### src/design/scope_frame_crc16_packer_core_macros.svh
// assertion helpers shared by the packer modules
`ifndef SCOPE_FRAME_CRC16_PACKER_CORE_MACROS_SVH
`define SCOPE_FRAME_CRC16_PACKER_CORE_MACROS_SVH

`ifndef SYNTHESIS
// property checked at every clock edge outside reset
`define SFCP_ASSERT(lbl, clk, rst_n, prop) \
  lbl: assert property (@(posedge clk) disable iff (!rst_n) (prop)) \
    else $error("sfcp assertion failed");
// consequent checked in the cycle after the antecedent
`define SFCP_ASSERT_NEXT(lbl, clk, rst_n, ante, cons) \
  lbl: assert property (@(posedge clk) disable iff (!rst_n) (ante) |=> (cons)) \
    else $error("sfcp assertion failed");
`else
`define SFCP_ASSERT(lbl, clk, rst_n, prop)
`define SFCP_ASSERT_NEXT(lbl, clk, rst_n, ante, cons)
`endif

`endif

### src/design/sfcp_pkg.sv
`default_nettype none

package sfcp_pkg;

  // frame layout
  localparam int unsigned NumChans   = 4;
  localparam int unsigned DataLen    = 2 * NumChans;
  localparam int unsigned FrameLen   = DataLen + 2;
  localparam int unsigned IdxW       = $clog2(FrameLen);

  // request queue between front and back
  localparam int unsigned QueueDepth = 2;
  localparam int unsigned PtrW       = $clog2(QueueDepth);
  localparam int unsigned CntW       = $clog2(QueueDepth + 1);

  // crc-16/modbus
  localparam logic [15:0] CrcInit = 16'hFFFF;
  localparam logic [15:0] CrcPoly = 16'hA001;

  typedef struct packed {
    logic signed [15:0] chan_one;
    logic signed [15:0] chan_two;
    logic signed [15:0] chan_three;
    logic signed [15:0] chan_four;
  } sample_t;

  typedef struct packed {
    logic [7:0] frame_byte;
    logic       frame_last;
  } frame_t;

  // queue handshake toward the back end
  typedef struct packed {
    logic    valid;
    sample_t data;
  } queue_head_t;

  // one byte through the reflected crc, bit by bit
  function automatic logic [15:0] crc_update_byte(logic [15:0] crc, logic [7:0] data);
    logic [15:0] c;
    c = crc ^ {8'h00, data};
    for (int b = 0; b < 8; b++) begin
      if (c[0]) begin
        c = (c >> 1) ^ CrcPoly;
      end else begin
        c = c >> 1;
      end
    end
    return c;
  endfunction

endpackage

`default_nettype wire

### src/design/sfcp_fifo.sv
`default_nettype none

`include "scope_frame_crc16_packer_core_macros.svh"

module sfcp_fifo
  import sfcp_pkg::*;
(
  input  wire logic        clk_i,
  input  wire logic        rst_ni,
  input  wire logic        in_valid_i,
  output logic             in_ready_o,
  input  wire sample_t     in_data_i,
  output queue_head_t      head_o,
  input  wire logic        pop_i
);

  sample_t         mem_q [QueueDepth];
  logic [PtrW-1:0] wptr_q, wptr_d;
  logic [PtrW-1:0] rptr_q, rptr_d;
  logic [CntW-1:0] count_q, count_d;
  logic            push;

  // accept while a slot is free
  assign in_ready_o = (count_q != CntW'(QueueDepth));
  assign push       = in_valid_i && in_ready_o;

  assign head_o.valid = (count_q != '0);
  assign head_o.data  = mem_q[rptr_q];

  // pointer and fill bookkeeping
  always_comb begin
    wptr_d  = wptr_q;
    rptr_d  = rptr_q;
    count_d = count_q;
    if (push) begin
      wptr_d = (wptr_q == PtrW'(QueueDepth - 1)) ? '0 : wptr_q + 1'b1;
    end
    if (pop_i) begin
      rptr_d = (rptr_q == PtrW'(QueueDepth - 1)) ? '0 : rptr_q + 1'b1;
    end
    if (push && !pop_i) begin
      count_d = count_q + 1'b1;
    end else if (!push && pop_i) begin
      count_d = count_q - 1'b1;
    end
  end

  always_ff @(posedge clk_i or negedge rst_ni) begin
    if (!rst_ni) begin
      wptr_q  <= '0;
      rptr_q  <= '0;
      count_q <= '0;
    end else begin
      wptr_q  <= wptr_d;
      rptr_q  <= rptr_d;
      count_q <= count_d;
    end
  end

  // sample storage
  always_ff @(posedge clk_i) begin
    if (push) begin
      mem_q[wptr_q] <= in_data_i;
    end
  end

  `SFCP_ASSERT(a_pop_not_empty, clk_i, rst_ni, pop_i |-> count_q != '0)
  `SFCP_ASSERT_NEXT(a_full_after_fill, clk_i, rst_ni,
                    push && !pop_i && count_q == CntW'(QueueDepth - 1), !in_ready_o)

endmodule

`default_nettype wire

### src/design/sfcp_back.sv
`default_nettype none

`include "scope_frame_crc16_packer_core_macros.svh"

module sfcp_back
  import sfcp_pkg::*;
(
  input  wire logic        clk_i,
  input  wire logic        rst_ni,
  input  wire queue_head_t head_i,
  output logic             pop_o,
  output logic             out_valid_o,
  input  wire logic        out_ready_i,
  output frame_t           out_data_o
);

  sample_t         sample_q;
  logic            busy_q;
  logic [IdxW-1:0] idx_q;
  logic [15:0]     crc_q;
  logic            out_valid_q;
  frame_t          out_q;
  logic [7:0]      cur_byte;
  logic            adv;
  logic            done;
  logic            is_last;

  // byte for the current frame position
  always_comb begin
    case (idx_q)
      IdxW'(0): cur_byte = sample_q.chan_one[7:0];
      IdxW'(1): cur_byte = sample_q.chan_one[15:8];
      IdxW'(2): cur_byte = sample_q.chan_two[7:0];
      IdxW'(3): cur_byte = sample_q.chan_two[15:8];
      IdxW'(4): cur_byte = sample_q.chan_three[7:0];
      IdxW'(5): cur_byte = sample_q.chan_three[15:8];
      IdxW'(6): cur_byte = sample_q.chan_four[7:0];
      IdxW'(7): cur_byte = sample_q.chan_four[15:8];
      IdxW'(8): cur_byte = crc_q[7:0];
      IdxW'(9): cur_byte = crc_q[15:8];
      default:  cur_byte = '0;
    endcase
  end

  // step when the output register is free or being drained
  assign is_last = (idx_q == IdxW'(FrameLen - 1));
  assign adv     = busy_q && (!out_valid_q || out_ready_i);
  assign done    = adv && is_last;
  assign pop_o   = head_i.valid && (!busy_q || done);

  // sequencer, running crc and output register
  always_ff @(posedge clk_i or negedge rst_ni) begin
    if (!rst_ni) begin
      busy_q      <= 1'b0;
      idx_q       <= '0;
      crc_q       <= CrcInit;
      out_valid_q <= 1'b0;
      out_q       <= '0;
    end else begin
      if (pop_o) begin
        busy_q <= 1'b1;
        idx_q  <= '0;
        crc_q  <= CrcInit;
      end else if (adv) begin
        idx_q <= idx_q + 1'b1;
        if (idx_q < IdxW'(DataLen)) begin
          crc_q <= crc_update_byte(crc_q, cur_byte);
        end
        if (done) begin
          busy_q <= 1'b0;
        end
      end
      if (adv) begin
        out_valid_q      <= 1'b1;
        out_q.frame_byte <= cur_byte;
        out_q.frame_last <= is_last;
      end else if (out_ready_i) begin
        out_valid_q <= 1'b0;
      end
    end
  end

  // sample held for the whole frame
  always_ff @(posedge clk_i) begin
    if (pop_o) begin
      sample_q <= head_i.data;
    end
  end

  assign out_valid_o = out_valid_q;
  assign out_data_o  = out_q;

  `SFCP_ASSERT(a_idx_in_frame, clk_i, rst_ni, busy_q |-> idx_q < IdxW'(FrameLen))
  `SFCP_ASSERT_NEXT(a_stall_holds_seq, clk_i, rst_ni,
                    busy_q && out_valid_q && !out_ready_i,
                    $stable(idx_q) && $stable(crc_q))
  `SFCP_ASSERT_NEXT(a_last_ends_frame, clk_i, rst_ni,
                    done && !pop_o, !busy_q)

endmodule

`default_nettype wire

### src/design/scope_frame_crc16_packer_core.sv
// scope frame packer with crc-16/modbus
// input channel: in_valid_i / in_ready_o carry one sample of four 16-bit
// channels (in_data_i). output channel: out_valid_o / out_ready_i carry
// one frame byte per request (out_data_o), ten per sample: each channel
// low byte first in channel order, then crc low and crc high; frame_last
// marks the crc high byte.
// a sample passes the queue and the sequencer's sample register before
// its first byte reaches the output register; the frame then runs one
// byte per cycle while the sink takes it. the sample rate is set by the
// single output byte lane; the crc advances one byte per emitted data byte.
// a two-entry sample queue sits between input and frame sequencer, so the
// next samples are taken while a frame is still going out.
// reset clears the queue, the sequencer and the output valid; no frame is
// in flight afterward and no stored state carries between samples.
// when the sink stalls the output byte holds, the sequencer pauses, and
// input requests are refused once the queue is full.
`default_nettype none

module scope_frame_crc16_packer_core
  import sfcp_pkg::*;
(
  input  wire logic    clk_i,
  input  wire logic    rst_ni,
  input  wire logic    in_valid_i,
  output logic         in_ready_o,
  input  wire sample_t in_data_i,
  output logic         out_valid_o,
  input  wire logic    out_ready_i,
  output frame_t       out_data_o
);

  queue_head_t head;
  logic        pop;

  // front: sample queue
  sfcp_fifo u_fifo (
    .clk_i      (clk_i),
    .rst_ni     (rst_ni),
    .in_valid_i (in_valid_i),
    .in_ready_o (in_ready_o),
    .in_data_i  (in_data_i),
    .head_o     (head),
    .pop_i      (pop)
  );

  // back: frame sequencer with crc
  sfcp_back u_back (
    .clk_i       (clk_i),
    .rst_ni      (rst_ni),
    .head_i      (head),
    .pop_o       (pop),
    .out_valid_o (out_valid_o),
    .out_ready_i (out_ready_i),
    .out_data_o  (out_data_o)
  );

endmodule

`default_nettype wire
### config.mk
export PLATFORM = sky130hd
export DESIGN_NAME = scope_frame_crc16_packer_core
export DESIGN_NICKNAME = d
export VERILOG_FILES = /design/src/design/sfcp_pkg.sv /design/src/design/sfcp_fifo.sv /design/src/design/sfcp_back.sv /design/src/design/scope_frame_crc16_packer_core.sv
export VERILOG_INCLUDE_DIRS = /design/src /design/src/design
export SDC_FILE = /design/constraint.sdc
export NUM_CORES = 1
export LEC_CHECK = 0
export ABC_AREA = 1
export BUFFER_PORTS_ARGS = -buffer_cell sky130_fd_sc_hd__buf_2
export CORE_MARGIN = 2
export CORE_UTILIZATION = 35
export DETAILED_ROUTE_END_ITERATION = 8
export GPL_TIMING_DRIVEN = 0
export PLACE_DENSITY = 0.59
export SLEW_MARGIN = 30
export SYNTH_ARGS = -nofsm -noshare
export SYNTH_HDL_FRONTEND = slang
export SYNTH_SLANG_ARGS = --single-unit
export TNS_END_PERCENT = 5
### constraint.sdc
create_clock -name clk_i -period 3.5 [get_ports clk_i]
set_input_delay 0.7 -clock clk_i [delete_from_list [all_inputs] [get_ports clk_i]]
set_output_delay 0.7 -clock clk_i [all_outputs]
set_load 0.05 [all_outputs]
==> run summary <==
Outcome - completed
Count leader, synth - nand2_1
Top cell type's share of synthesized area - 61.5%
Largest net degree at the start of global routing - 48
Unique masters post-synth - 38
Final #Nets - 997
# Post-CTS Setup Buffers - 0
Yosys warns - 0
Worst slew margin - 40.9%
Leakage - 4.68 nW
Post-synthesis sequential area ratio - 71.0%
Worst-skew pair later-pin latency - 0.52 ns
Clk slew on worst S/H paths - 0.06 ns
Die X - 168 µm
Hold crit path type - in -> async
Gr usage total - 14.4%
RSZ-0062 raised after global routing - false
Fmax achieved - 349 MHz
Post-synthesis net count - 886
Post-synth EDFFs - 192
Layout cells sized above 1 - 21.0%
CTS tree - built
Async set-reset flop share out of synthesis - 15.4%
Final WL - 20,500 µm
First-pass GRT wire length - 31,400 µm
Avg Cell Area, Syn - 11.5 µm²
Period minus WS final - 2.86 ns
Critical path, cell by cell - inv_1 > ha_1 > nand3_2 > or2_2 > nand2_1 > nand2_2 > inv_4 > buf_16 > nor2_1 > buf_2 > a22oi_1
Final cycle utilization of the critical path - 81.8%
R2R cell count - 11
Core ar. - 26,200 µm²
Synth-to-Final Area Change - 19.3%
Post-route ant nets - 0
# DRC - 0
VDD IR max - 0.493 mV
Worst path slowest cell - dfrtp_1
Clock sink count - 227
Via/cell ratio - 4.74
ANT cells - 0
Hold_ws - 0.304 ns
Top post-synthesis cells by count - 318 x nand2_1, 192 x edfxtp_1, 42 x inv_1
Final Skew - 0.0191 ns
Top_reg_cell synth - edfxtp_1
DR vias - 6,047
Die H - 168 µm
CTS H-tree depth - 1
Worst reg2reg endpoint - u_back.crc_q[2]
Total Power - 11.3 mW
Final-report setup violation count - 0
CTS Hold Buffers Added - 0
Bufs on Longest Clock Path - 3
Max Slew Vio Count - 0
Worst-margin pin slew - 0.886 ns
Worst R2R Setup Slack - 0.64 ns
CP peak stage delay - 0.41 ns
Total grt overflow - 0
Post-DP HPWL - 14,400 µm
Worst EP required - 3.91 ns
Final GP Congestion - 0.853
Root buffer cell - clkbuf_16
IO Pins - 79
Fin. Hold Viols - 0
Initial DRC Count - 421
Fillers - 2,393
Pwr dens - 1010 nW/µm²
Synthesized area - 9380 µm²
Post-synthesis cell count - 813
Post-synth top area cell - edfxtp_1
Flops & latches, synth - 227
Vias in the first global route - 5,877
WS Path Type - reg -> reg
Starting Density - 35.8%
Largest cells by area after synthesis - edfxtp_1 61%, nand2_1 13%, dfrtp_1 5.1%
CP max FO - 47
Initial antenna violation count - 0
Pre-antenna DRT Iters - 5
Post-CTS Resized - 0
Clock buffer count from CTS - 24
Critical Path Start Type - flip-flop
IO buf count - 78
Arr. time, crit path - 3.28 ns
R2r startpoint - u_back.idx_q[1]
Row cnt - 59
WL per Instance - 16.1 µm
Max-cap check violation count - 0
Die Area - 28,100 µm²
CP endpoint kind - flip-flop
[logic make-up after synthesis]
| kind of cell | share of synthesized area [%] |
|---|---|
| AO/OA/AOI/OAI | 2.41 |
| XOR/XNOR | 0.547 |
| adder cells (fa/ha/maj) | 0.667 |
| buffers and inverters | 3.85 |
| flip-flops | 71.0 |
| AND/OR/NAND/NOR | 21.5 |
[worst max-delay path by stage]
stage	from	end	cells past startpoint
after global placement	in_valid_i	u_fifo.mem_q[0][42]	3
after global routing	u_back.idx_q[1]	u_back.crc_q[14]	11
after floorplan	u_fifo.count_q[0]	u_fifo.mem_q[0][0]	4
final	u_back.idx_q[1]	u_back.crc_q[2]	11
after detailed placement	out_ready_i	u_back.crc_q[14]	12
after CTS	u_back.idx_q[1]	u_back.crc_q[2]	11
[final cells by class]
| class | count | area, µm² | share of cell area (%) |
|---|---|---|---|
| Multi-Input combinational cell | 508 | 2370 | 21.2 |
| Clock inverter | 14 | 155 | 1.39 |
| Timing Repair Buffer | 85 | 576 | 5.14 |
| Buffer | 30 | 174 | 1.55 |
| Inverter | 48 | 190 | 1.70 |
| Tap cell | 335 | 419 | 3.75 |
| Sequential cell | 227 | 6660 | 59.5 |
| Clock buffer | 29 | 641 | 5.73 |
[power breakdown]
| part | leakage (nW) | internal [mW] | switching [mW] | total [mW] |
|---|---|---|---|---|
| sequential | 2.18 | 4.02 | 0.266 | 4.29 |
| clock | 0.376 | 1.52 | 1.02 | 2.54 |
| combinational | 2.12 | 1.34 | 3.13 | 4.47 |
| total | 4.68 | 6.89 | 4.41 | 11.3 |
[state kept, by name (all words and copies together), names as in the netlist]
register and flops:
u_back.busy_q 1, u_back.crc_q 16, u_back.idx_q 4, u_back.out_data_o 9, u_back.out_valid_o 1, u_back.sample_q 64
u_fifo.count_q 2, u_fifo.mem_q 128, u_fifo.rptr_q 1, u_fifo.wptr_q 1
[worst max-delay path: cells and delay by family, from the launching register on]
| family | cells | cell delay, ns |
|---|---|---|
| simple gates | 5 | 0.97 |
| buf+inv | 4 | 0.91 |
| fa+ha+maj | 1 | 0.25 |
| flops | 1 | 0.41 |
| compound gates | 1 | 0.21 |
[per-stage QoR]
stage / area, µm² / setup TNS [ns] / setup slack (ns) / util [%] / instances
floorplan: 9380 / -41.05 / -0.641 / - / 813
global placement: 10200 / -247.00 / -2.37 / 38.9 / 1226
detailed placement: 10400 / 0 / 0.508 / 39.7 / 1233
CTS: 11200 / 0 / 0.616 / 42.7 / 1276
global route: 11200 / 0 / 0.378 / 42.7 / 1276
finish: 11200 / 0 / 0.637 / 42.7 / 1276
[metal layers]
| layer | track usage [%] | share of wire [%] | vias up |
|---|---|---|---|
| met5 | 0 | 0 | - |
| met4 | 4.99 | 3.0 | 0 |
| met3 | 2.22 | 4.0 | 39 |
| met2 | 24.9 | 49 | 143 |
| met1 | 18.5 | 44 | 2863 |
| li1 | - | - | 3002 |
[cell usage in the layout (no fill, tap or decap), types with 4 or more instances in the layout]
cell          n
nand2_1     318
edfxtp_1    192
buf_2        85
inv_1        41
nand3_1      39
nand4_1      37
clkbuf_16    25
nor2_1       22
dfrtp_1      19
clkbuf_1     16
dfstp_2      16
a21oi_1      13
nand2_2      11
o21ai_0      11
nor2_2       10
nand3_2       8
buf_6         6
nor2_4        6
buf_16        6
o21ai_1       5
a22oi_1       5
ha_1          5
clkinv_1      4
clkinvlp_4    4
Power figures use the tool's default switching activity.
